<file path="src/sv/tsrr_pkg.sv">
// Shared constants and state type of the task slot scheduler.
package tsrr_pkg;

   localparam int SLOTS       = 16;
   localparam int SLOT_W      = 4;
   localparam int WAIT_QUEUES = 4;
   localparam int WQ_W        = 2;
   localparam int LEN_W       = 5;
   localparam int STACK_BYTES = 512;

   localparam logic [31:0] NO_STACK_TOP = 32'h0000_6210;

   // request codes
   localparam logic [2:0] REQ_SPAWN    = 3'd0;
   localparam logic [2:0] REQ_EXIT     = 3'd1;
   localparam logic [2:0] REQ_SLEEP    = 3'd2;
   localparam logic [2:0] REQ_WAKE     = 3'd3;
   localparam logic [2:0] REQ_BLOCK    = 3'd4;
   localparam logic [2:0] REQ_FREE     = 3'd5;
   localparam logic [2:0] REQ_SCHEDULE = 3'd6;

   // result status codes
   localparam logic [1:0] STS_OK       = 2'd0;
   localparam logic [1:0] STS_NO_SLOT  = 2'd1;
   localparam logic [1:0] STS_NO_STACK = 2'd2;
   localparam logic [1:0] STS_Q_EMPTY  = 2'd3;

   // slot states
   localparam logic [1:0] SS_FREE  = 2'd0;
   localparam logic [1:0] SS_RUN   = 2'd1;
   localparam logic [1:0] SS_SLEEP = 2'd2;

   typedef struct packed {
      logic [SLOTS-1:0][1:0]                 sstat;
      logic [SLOTS-1:0]                      stk_use;
      logic [SLOTS-1:0]                      stk_vld;
      logic [SLOTS-1:0][SLOT_W-1:0]          stk_idx;
      logic [SLOTS-1:0][SLOT_W-1:0]          rnext;
      logic [SLOTS-1:0][SLOT_W-1:0]          rprev;
      logic [SLOTS-1:0]                      inrun;
      logic [SLOT_W-1:0]                     rhead;
      logic [SLOT_W-1:0]                     rtail;
      logic [LEN_W-1:0]                      rlen;
      logic [SLOTS-1:0][SLOT_W-1:0]          wnext;
      logic [SLOTS-1:0]                      wmem;
      logic [SLOTS-1:0][WQ_W-1:0]            wq;
      logic [WAIT_QUEUES-1:0][SLOT_W-1:0]    whead;
      logic [WAIT_QUEUES-1:0][SLOT_W-1:0]    wtail;
      logic [WAIT_QUEUES-1:0][LEN_W-1:0]     wlen;
      logic [SLOT_W-1:0]                     cur;
   } sched_state_type;

endpackage

</file>
<file path="src/sv/task_slot_round_robin_scheduler_core.sv">
// Task slot round-robin scheduler: slot table, run FIFO and wait queues.
// The block takes one request word per cycle into an input register, applies it
// to the slot table, run FIFO and wait queues in a single combinational pass,
// and presents one response word from a result register once the response side
// is free. A new request is accepted every cycle while the response side keeps
// up; a stalled response holds the request in the input register.
// csr_wr_data sets the stack region base; write it only while no request is
// in flight. Spawned slots get stack i at base + i*(STACK_BYTES+1).
module task_slot_round_robin_scheduler_core (
   input  logic        clock,
   input  logic        reset,
   input  logic        req_valid,
   output logic        req_ready,
   input  logic [2:0]  req_type,
   input  logic [3:0]  req_target_slot,
   input  logic [1:0]  req_queue_id,
   output logic        rsp_valid,
   input  logic        rsp_ready,
   output logic [1:0]  rsp_status,
   output logic [3:0]  rsp_affected_slot,
   output logic [3:0]  rsp_running_slot,
   output logic        rsp_switched,
   output logic [31:0] rsp_stack_top,
   input  logic        csr_wr_en,
   input  logic [31:0] csr_wr_data
);

   localparam int SW = tsrr_pkg::SLOT_W;
   localparam int LW = tsrr_pkg::LEN_W;
   localparam int QW = tsrr_pkg::WQ_W;

   tsrr_pkg::sched_state_type st_ff, st_in;

   logic [31:0]   base_ff;
   logic          in_vld_ff;
   logic [2:0]    in_type_ff;
   logic [SW-1:0] in_tgt_ff;
   logic [QW-1:0] in_q_ff;

   logic          out_vld_ff;
   logic [1:0]    out_status_ff, out_status_in;
   logic [SW-1:0] out_aff_ff, out_aff_in;
   logic [SW-1:0] out_run_ff;
   logic          out_sw_ff, out_sw_in;
   logic [31:0]   out_top_ff, out_top_in;

   logic proc;

   // slot 0 running with stack 0, everything else empty
   function automatic tsrr_pkg::sched_state_type reset_state();
      tsrr_pkg::sched_state_type r;
      r = '0;
      r.sstat[0] = tsrr_pkg::SS_RUN;
      r.stk_use[0] = 1'b1;
      r.stk_vld[0] = 1'b1;
      return r;
   endfunction

   function automatic tsrr_pkg::sched_state_type run_push(
      tsrr_pkg::sched_state_type st, logic [SW-1:0] s);
      tsrr_pkg::sched_state_type r;
      r = st;
      if (!r.inrun[s]) begin
         if (r.rlen == '0) begin
            r.rhead = s;
         end else begin
            r.rnext[r.rtail] = s;
            r.rprev[s] = r.rtail;
         end
         r.rtail = s;
         r.rlen = r.rlen + LW'(1);
         r.inrun[s] = 1'b1;
      end
      return r;
   endfunction

   function automatic tsrr_pkg::sched_state_type run_remove(
      tsrr_pkg::sched_state_type st, logic [SW-1:0] s);
      tsrr_pkg::sched_state_type r;
      logic [SW-1:0] p;
      logic [SW-1:0] n;
      r = st;
      if (r.inrun[s]) begin
         p = r.rprev[s];
         n = r.rnext[s];
         if (r.rhead == s) r.rhead = n;
         else r.rnext[p] = n;
         if (r.rtail == s) r.rtail = p;
         else r.rprev[n] = p;
         r.rlen = r.rlen - LW'(1);
         r.inrun[s] = 1'b0;
      end
      return r;
   endfunction

   function automatic tsrr_pkg::sched_state_type wait_push(
      tsrr_pkg::sched_state_type st, logic [QW-1:0] q, logic [SW-1:0] s);
      tsrr_pkg::sched_state_type r;
      r = st;
      if (!r.wmem[s]) begin
         if (r.wlen[q] == '0) r.whead[q] = s;
         else r.wnext[r.wtail[q]] = s;
         r.wtail[q] = s;
         r.wlen[q] = r.wlen[q] + LW'(1);
         r.wmem[s] = 1'b1;
         r.wq[s] = q;
      end
      return r;
   endfunction

   function automatic tsrr_pkg::sched_state_type wait_pop(
      tsrr_pkg::sched_state_type st, logic [QW-1:0] q);
      tsrr_pkg::sched_state_type r;
      logic [SW-1:0] s;
      r = st;
      s = r.whead[q];
      r.whead[q] = r.wnext[s];
      r.wlen[q] = r.wlen[q] - LW'(1);
      r.wmem[s] = 1'b0;
      return r;
   endfunction

   // predecessor found by matching links of the same queue in parallel
   function automatic tsrr_pkg::sched_state_type wait_unlink(
      tsrr_pkg::sched_state_type st, logic [SW-1:0] s);
      tsrr_pkg::sched_state_type r;
      logic [QW-1:0] q;
      logic          hit;
      logic [SW-1:0] p;
      r = st;
      hit = 1'b0;
      p = '0;
      if (r.wmem[s]) begin
         q = r.wq[s];
         if (r.whead[q] == s) begin
            r = wait_pop(r, q);
         end else begin
            for (int i = 0; i < tsrr_pkg::SLOTS; i++) begin
               if (r.wmem[i] && r.wq[i] == q && SW'(i) != r.wtail[q] &&
                   r.wnext[i] == s) begin
                  hit = 1'b1;
                  p = SW'(i);
               end
            end
            if (hit) begin
               r.wnext[p] = r.wnext[s];
               if (r.wtail[q] == s) r.wtail[q] = p;
               r.wlen[q] = r.wlen[q] - LW'(1);
            end
            r.wmem[s] = 1'b0;
         end
      end
      return r;
   endfunction

   function automatic tsrr_pkg::sched_state_type release_slot(
      tsrr_pkg::sched_state_type st, logic [SW-1:0] s);
      tsrr_pkg::sched_state_type r;
      r = st;
      if (r.stk_vld[s]) r.stk_use[r.stk_idx[s]] = 1'b0;
      r.stk_vld[s] = 1'b0;
      r = run_remove(r, s);
      r = wait_unlink(r, s);
      r.sstat[s] = tsrr_pkg::SS_FREE;
      return r;
   endfunction

   function automatic tsrr_pkg::sched_state_type schedule_step(
      tsrr_pkg::sched_state_type st);
      tsrr_pkg::sched_state_type r;
      logic [SW-1:0] nxt;
      r = st;
      nxt = r.rhead;
      if (r.rlen != '0 && nxt != r.cur) begin
         if (r.sstat[r.cur] == tsrr_pkg::SS_RUN) r = run_push(r, r.cur);
         r = run_remove(r, nxt);
         r.cur = nxt;
      end
      return r;
   endfunction

   assign proc      = in_vld_ff && (!out_vld_ff || rsp_ready);
   assign req_ready = !in_vld_ff || proc;

   always_comb begin
      logic          slot_hit;
      logic [SW-1:0] slot_sel;
      logic          stk_hit;
      logic [SW-1:0] stk_sel;
      logic [SW-1:0] woke;
      st_in         = st_ff;
      out_status_in = tsrr_pkg::STS_OK;
      out_aff_in    = '0;
      out_top_in    = '0;
      slot_hit      = 1'b0;
      slot_sel      = '0;
      stk_hit       = 1'b0;
      stk_sel       = '0;
      woke          = st_ff.whead[in_q_ff];
      for (int i = tsrr_pkg::SLOTS - 1; i >= 0; i--) begin
         if (st_ff.sstat[i] == tsrr_pkg::SS_FREE) begin
            slot_hit = 1'b1;
            slot_sel = SW'(i);
         end
         if (!st_ff.stk_use[i]) begin
            stk_hit = 1'b1;
            stk_sel = SW'(i);
         end
      end
      case (in_type_ff)
         tsrr_pkg::REQ_SPAWN: begin
            if (!slot_hit) begin
               out_status_in = tsrr_pkg::STS_NO_SLOT;
            end else begin
               out_aff_in = slot_sel;
               if (stk_hit) begin
                  st_in.stk_use[stk_sel] = 1'b1;
                  st_in.stk_vld[slot_sel] = 1'b1;
                  st_in.stk_idx[slot_sel] = stk_sel;
                  out_top_in = base_ff +
                     32'(stk_sel) * 32'(tsrr_pkg::STACK_BYTES + 1);
               end else begin
                  st_in.stk_vld[slot_sel] = 1'b0;
                  out_status_in = tsrr_pkg::STS_NO_STACK;
                  out_top_in = tsrr_pkg::NO_STACK_TOP;
               end
               st_in.sstat[slot_sel] = tsrr_pkg::SS_RUN;
               st_in = run_push(st_in, slot_sel);
            end
         end
         tsrr_pkg::REQ_EXIT: begin
            out_aff_in = st_ff.cur;
            st_in = release_slot(st_in, st_ff.cur);
            st_in = schedule_step(st_in);
         end
         tsrr_pkg::REQ_SLEEP: begin
            out_aff_in = st_ff.cur;
            if (st_ff.sstat[st_ff.cur] == tsrr_pkg::SS_RUN && !st_ff.wmem[st_ff.cur]) begin
               st_in = run_remove(st_in, st_ff.cur);
               st_in.sstat[st_ff.cur] = tsrr_pkg::SS_SLEEP;
               st_in = wait_push(st_in, in_q_ff, st_ff.cur);
            end
            st_in = schedule_step(st_in);
         end
         tsrr_pkg::REQ_WAKE: begin
            if (st_ff.wlen[in_q_ff] == '0) begin
               out_status_in = tsrr_pkg::STS_Q_EMPTY;
            end else begin
               st_in = wait_pop(st_in, in_q_ff);
               st_in.sstat[woke] = tsrr_pkg::SS_RUN;
               st_in = run_push(st_in, woke);
               out_aff_in = woke;
            end
         end
         tsrr_pkg::REQ_BLOCK: begin
            st_in = run_remove(st_in, in_tgt_ff);
            st_in.sstat[in_tgt_ff] = tsrr_pkg::SS_SLEEP;
            out_aff_in = in_tgt_ff;
         end
         tsrr_pkg::REQ_FREE: begin
            st_in = release_slot(st_in, in_tgt_ff);
            out_aff_in = in_tgt_ff;
         end
         tsrr_pkg::REQ_SCHEDULE: begin
            st_in = schedule_step(st_in);
         end
         default: begin
         end
      endcase
      out_sw_in = (st_in.cur != st_ff.cur);
   end

   always_ff @(posedge clock) begin
      if (reset) begin
         st_ff         <= reset_state();
         base_ff       <= '0;
         in_vld_ff     <= 1'b0;
         out_vld_ff    <= 1'b0;
      end else begin
         if (csr_wr_en) base_ff <= csr_wr_data;
         if (req_ready) in_vld_ff <= req_valid;
         if (proc) begin
            st_ff      <= st_in;
            out_vld_ff <= 1'b1;
         end else if (rsp_ready) begin
            out_vld_ff <= 1'b0;
         end
      end
   end

   always_ff @(posedge clock) begin
      if (req_ready && req_valid) begin
         in_type_ff <= req_type;
         in_tgt_ff  <= req_target_slot;
         in_q_ff    <= req_queue_id;
      end
      if (proc) begin
         out_status_ff <= out_status_in;
         out_aff_ff    <= out_aff_in;
         out_run_ff    <= st_in.cur;
         out_sw_ff     <= out_sw_in;
         out_top_ff    <= out_top_in;
      end
   end

   assign rsp_valid         = out_vld_ff;
   assign rsp_status        = out_status_ff;
   assign rsp_affected_slot = out_aff_ff;
   assign rsp_running_slot  = out_run_ff;
   assign rsp_switched      = out_sw_ff;
   assign rsp_stack_top     = out_top_ff;

endmodule

</file>
<file path="config.mk">
export PLATFORM = sky130hd
export DESIGN_NAME = task_slot_round_robin_scheduler_core
export DESIGN_NICKNAME = d
export VERILOG_FILES = /design/src/sv/tsrr_pkg.sv /design/src/sv/task_slot_round_robin_scheduler_core.sv
export SDC_FILE = /design/constraint.sdc
export NUM_CORES = 2
export LEC_CHECK = 0
export BUFFER_PORTS_ARGS = -buffer_cell sky130_fd_sc_hd__buf_2
export CORE_ASPECT_RATIO = 1.4
export CORE_MARGIN = 4
export CORE_UTILIZATION = 45
export CTS_BUF_LIST = sky130_fd_sc_hd__clkbuf_8
export CTS_CLUSTER_DIAMETER = 40
export DETAILED_ROUTE_END_ITERATION = 10
export MAX_ROUTING_LAYER = met4
export PLACE_DENSITY = 0.59
export SYNTH_ARGS = -nofsm -noshare
export SYNTH_HDL_FRONTEND = slang
export SYNTH_SLANG_ARGS = --single-unit
export TNS_END_PERCENT = 20
</file>
<file path="constraint.sdc">
create_clock -name clock -period 10.7 [get_ports clock]
set_input_delay 0.535 -clock clock [delete_from_list [all_inputs] [get_ports clock]]
set_output_delay 0.535 -clock clock [all_outputs]
set_load 0.01 [all_outputs]
</file>
==> reports/metrics.yaml, run 1 <==
clocking:
  cts.path.max_buffers: 3
  cts_buffers: 114
  htreeDepth: 3
  post-cts-setup-buffer-count: 0
  clock-sinks: 539
  root_buffer: "clkbuf_8"
logic_synthesis:
  synth-edff-count: 52
  async_reset_ff_share_pct: 0
  synth_nets: 9066
  ys_warn_count: 0
  yosysTopAreaCellShare_pct: 14.4
  syn_area_per_cell_sq_um: 7.52
  synth_area_sq_um: 67600
  netlist_instances: 8990
  ys_types: 125
  synth.area.top_cells: "dfxtp_1 14%, mux2i_1 10%, mux4_2 9.0%"
  yosysTopAreaCell: "dfxtp_1"
  synth-seq-cells: 539
  synth_ff_type: "dfxtp_1"
  seq_area_frac_synth_pct: 16.7
placed_design:
  io_buffers: 90
  hpwl_mm: 366
  routabilityCongestion: 1.28
grt:
  grt_overflow: 27
  grt_pass1_wl_mm: 754
  track_usage_pct: 70.1
  grt_max_degree: 111
  grt_pass1_vias: 89300
floorplanning:
  die_y_microns: 467
  ios: 91
  die_w_microns: 336
  initial_utilization_pct: 45.3
  rows: 168
run_status:
  status: "stopped before the end"
  tool.error: "[ERROR GRT-0116] Global routing finished with congestion. Check the congestion regions in the DRC Viewer."
  lastStage: "global routing"
## routing by layer
layer,GRT usage [%],GRT overflow
met3,48.3,1
met1,71.4,0
met4,65.1,15
met2,87.2,11
met5,-,-
## cells in the mapped netlist, drive strengths merged, types with 88 or more instances
master  number
o22ai      187
nor4       113
dfxtp      487
nor2      1052
nand3      259
xnor2      165
mux4       290
a211oi     172
nand2      796
nor3       256
o21ai      593
a221oi      88
mux2       174
inv         89
a21oi      751
xor2       131
a31oi      168
a22oi      145
buf        280
o221ai     136
o211ai     118
mux2i      690
clkbuf     681
## metrics by stage
step                      setup WS (ps)  utilization [%]  cells  hold slack, ps  cell area, sq um
after global placement             2280             47.3  10600             451             70800
after CTS                          2440             49.4  10800            67.3             73900
after floorplan                    4290                -   8990             443             67600
after detailed placement           2460             47.4  10600             466             70800
## kinds of logic after synthesis
logic type               Yosys count  share of synthesized area (%)
XOR/XNOR                         296                           3.83
AO/OA/AOI/OAI                   2961                           29.4
multiplexers                    1154                           22.9
flip-flops                       539                           16.7
AND/OR/NAND/NOR                 2953                           20.1
buffers and inverters           1057                           6.51
adder cells (fa/ha/maj)           30                          0.566
## timing repair
| item | CTS |
|---|---|
| gates resized for setup | 0 |
| setup endpoints to repair | 0 |
| hold endpoints to repair | 43 |
| hold buffers | 44 |
==> inputs of run 2 (changes only) <==
Settings changed: CORE_ASPECT_RATIO 1.4 to unset, CORE_UTILIZATION 45 to 30, CTS_BUF_LIST sky130_fd_sc_hd__clkbuf_8 to unset, CTS_CLUSTER_DIAMETER 40 to unset, MAX_ROUTING_LAYER met4 to unset, PLACE_DENSITY 0.59 to unset, PLACE_DENSITY_LB_ADDON set to 0.15.
==> run 2 against run 1 <==
  * The flow now finishes, with violations (capacitance limit, slew limit)
  * Synthesized cell count unchanged
  * Synthesized area stayed put
==> reports/metrics.yaml, run 2 <==
run_status:
  status: "complete, but fails checks"
  violations: "capacitance limit, slew limit"
routing:
  antenna_left: 0
  wl_per_cell_microns: 45.9
  first_pass_iters: 10
  viasPerCell: 7.22
  drc: 0
  wl_mm: 546
  via_count: 85900
  drtIter0Drc: 15100
placed_design:
  io_buffers: 90
  placedCellCount: 11700
  hpwl_mm: 399
  routabilityCongestion: 1.08
final_layout:
  final_common_cell: "nor2_1"
  fin_nets: 8871
  largest-register: "st_ff"
  fill_cells: 23900
  final_layout_size_suffix_gt1_share_pct: 16.9
  largest_register_ffs: 453
  mostFrequentLayoutCells: "1023 x nor2_1, 785 x nand2_1, 748 x a21oi_1, 687 x mux2i_1, 575 x o21ai_0"
  area_delta_synth_final_pct: 12.4
  postLayoutCoreUtil_pct: 33.9
  instances_no_fill: 11900
floorplanning:
  core-area_sq_um: 224000
  initial_utilization_pct: 30.1
  die_area_sq_um: 233000
  ios: 91
  die_w_microns: 483
  rows: 174
  die_y_microns: 483
power:
  power_mw: 10.0
  p_leak_nw: 24.8
  power.density_nw_per_um2: 132
  ir_drop_uv: 128
grt:
  top_usage_layer: "met2"
  antenna_found_initial: 73
  track_usage_pct: 44.8
  grt_max_degree: 81
  grt_use_met1_pct: 55.6
  grt_pass1_vias: 78400
  grt_overflow: 0
  grt_use_met2_pct: 64.8
  grt_pass1_wl_mm: 723
  use_met3_pct: 16.0
logic_synthesis:
  async_reset_ff_share_pct: 0
  synth_nets: 9066
  yosysTopAreaCell: "dfxtp_1"
  ys_warn_count: 0
  synth.most_common_cell: "nor2_1"
  synth-seq-cells: 539
  synthTopCellsByCount: "1047 x nor2_1, 794 x nand2_1, 751 x a21oi_1"
  netlist_instances: 8990
  ys_types: 125
  synth-edff-count: 52
  yosysTopAreaCellShare_pct: 14.4
  synth.area.top_cells: "dfxtp_1 14%, mux2i_1 10%, mux4_2 9.0%"
  syn_area_per_cell_sq_um: 7.52
  synth_area_sq_um: 67600
  seq_area_frac_synth_pct: 16.7
  synth_ff_type: "dfxtp_1"
timing:
  clock.fmax_ghz: 0.114
  rsz0062_at_grt: "false"
  timing.hold.ws_ps: 15.9
  timing.final.crit_share_pct: 82.3
  slew_viol_final: 1
  period_minus_slack_ps: 8810
  clock_skew_ps: 62.4
  worst_slew_pin_slew_ps: 1500
  hold_viol: 0
  setup_violations: 0
  fin_tns_setup_ps: 0
  slew_headroom_pct: -0.403
setup_path:
  crit_arrival_ps: 9450
  cp-end-kind: "flop"
  crit_type: "flop to flop"
  crit_chain: "mux4_1 -> mux2_2 -> nor4_1 -> nor2_4 -> nor2_1 -> xnor2_1 -> inv_1 -> ha_1 -> and2_1 -> mux2_2 -> buf_4 -> a211oi_1 -> buf_4 -> nor4_1 -> a21oi_1 -> nor4bb_2 -> nand3_1 -> a22oi_2 -> nand2_1 -> and4_1 -> or4_1"
  path_buf_inv: 3
  crit_slowest_cell: "nor4bb_2"
  start_kind: "flop"
  critPathMaxStageDelay_ps: 990
  required_ps: 11340
  timing.critical_path.max_delay_family: "simple AND/OR/NAND/NOR gates"
  cp_max_fo: 43
clocking:
  post_cts_resized: 0
  cts.path.max_buffers: 3
  clock-sinks: 539
  clk_pin_slew_worst_paths_ps: 60
  htreeDepth: 3
  cts_tree: "done"
  cts_buffers: 78
  ctsHoldBuffers: 37
  root_buffer: "clkbuf_16"
  worstSkewPairLatency_ps: 800
  post-cts-setup-buffer-count: 0
flow_run:
  cap_violations: 2
min_path:
  hold_path_class: "input port to flop"
==> run 2: layout make-up <==
class	count	area [sq um]	share of cell area (%)
Antenna cell	46	115	0.151
Clock buffer	108	2270	2.98
Clock inverter	32	508	0.668
Inverter	96	367	0.482
Multi-Input combinational cell	7394	52600	69.2
Sequential cell	539	11300	14.9
Tap cell	2992	3740	4.92
Timing Repair Buffer	686	5110	6.73
==> run 2: worst reg2reg max path: cells and delay by family (launching register included) <==
family / cells / cell delay, ps
muxes: 3 / 1310
DFF: 1 / 900
and+or+nand+nor: 10 / 3960
adders and majority gates: 1 / 230
buffers and inverters: 3 / 640
AOI/OAI and AO/OA: 3 / 1370
xor gates and xnor gates: 1 / 270
==> run 2: cells by family (layout without fill, tap and decap cells) <==
| family | count (synthesis) | after routing | synth area share [%] |
|---|---|---|---|
| flip-flops | 539 | 539 | 16.7 |
| AND/OR/NAND/NOR | 2953 | 2953 | 20.1 |
| AO/OA/AOI/OAI | 2961 | 2961 | 29.4 |
| multiplexers | 1154 | 1154 | 22.9 |
| other | 0 | 46 | 0 |
| buffers and inverters | 1057 | 922 | 6.51 |
| adder cells (fa/ha/maj) | 30 | 30 | 0.566 |
| XOR/XNOR | 296 | 296 | 3.83 |
==> run 2: path summary, 6_finish.rpt <==
| kind | from | endpoint | slack (ps) | cells past startpoint |
|---|---|---|---|---|
| max | st_ff[1] | st_ff[216] | 1890 | 21 |
| min | csr_wr_data[24] | base_ff[24] | 20 | 3 |
| max reg2reg | st_ff[1] | st_ff[216] | 1890 | 21 |
| min reg2reg | st_ff[392] | st_ff[392] | 470 | 2 |
==> run 2: per-stage QoR <==
step,cell area (sq um),worst slack (ps)
6_report,76000,1890
5_1_grt,75900,1950
4_1_cts,75900,2340
3_5_place_dp,72800,2330
3_3_place_gp,72800,2220
2_1_floorplan,67600,4290
==> run 2: power breakdown <==
group          switching (mW)  leakage (nW)  internal (mW)
Combinational            3.75          19.0           1.10
Sequential              0.157          4.44           2.10
Clock                    1.27          1.35           1.65
==> run 2: routing by layer <==
metal,vias up,part of all wire (%)
li1,34000,-
met1,42600,38
met2,7297,41
met3,2032,12
met4,38,8.2
met5,-,0.048
Note: power is estimated with default switching activity, not from simulation.
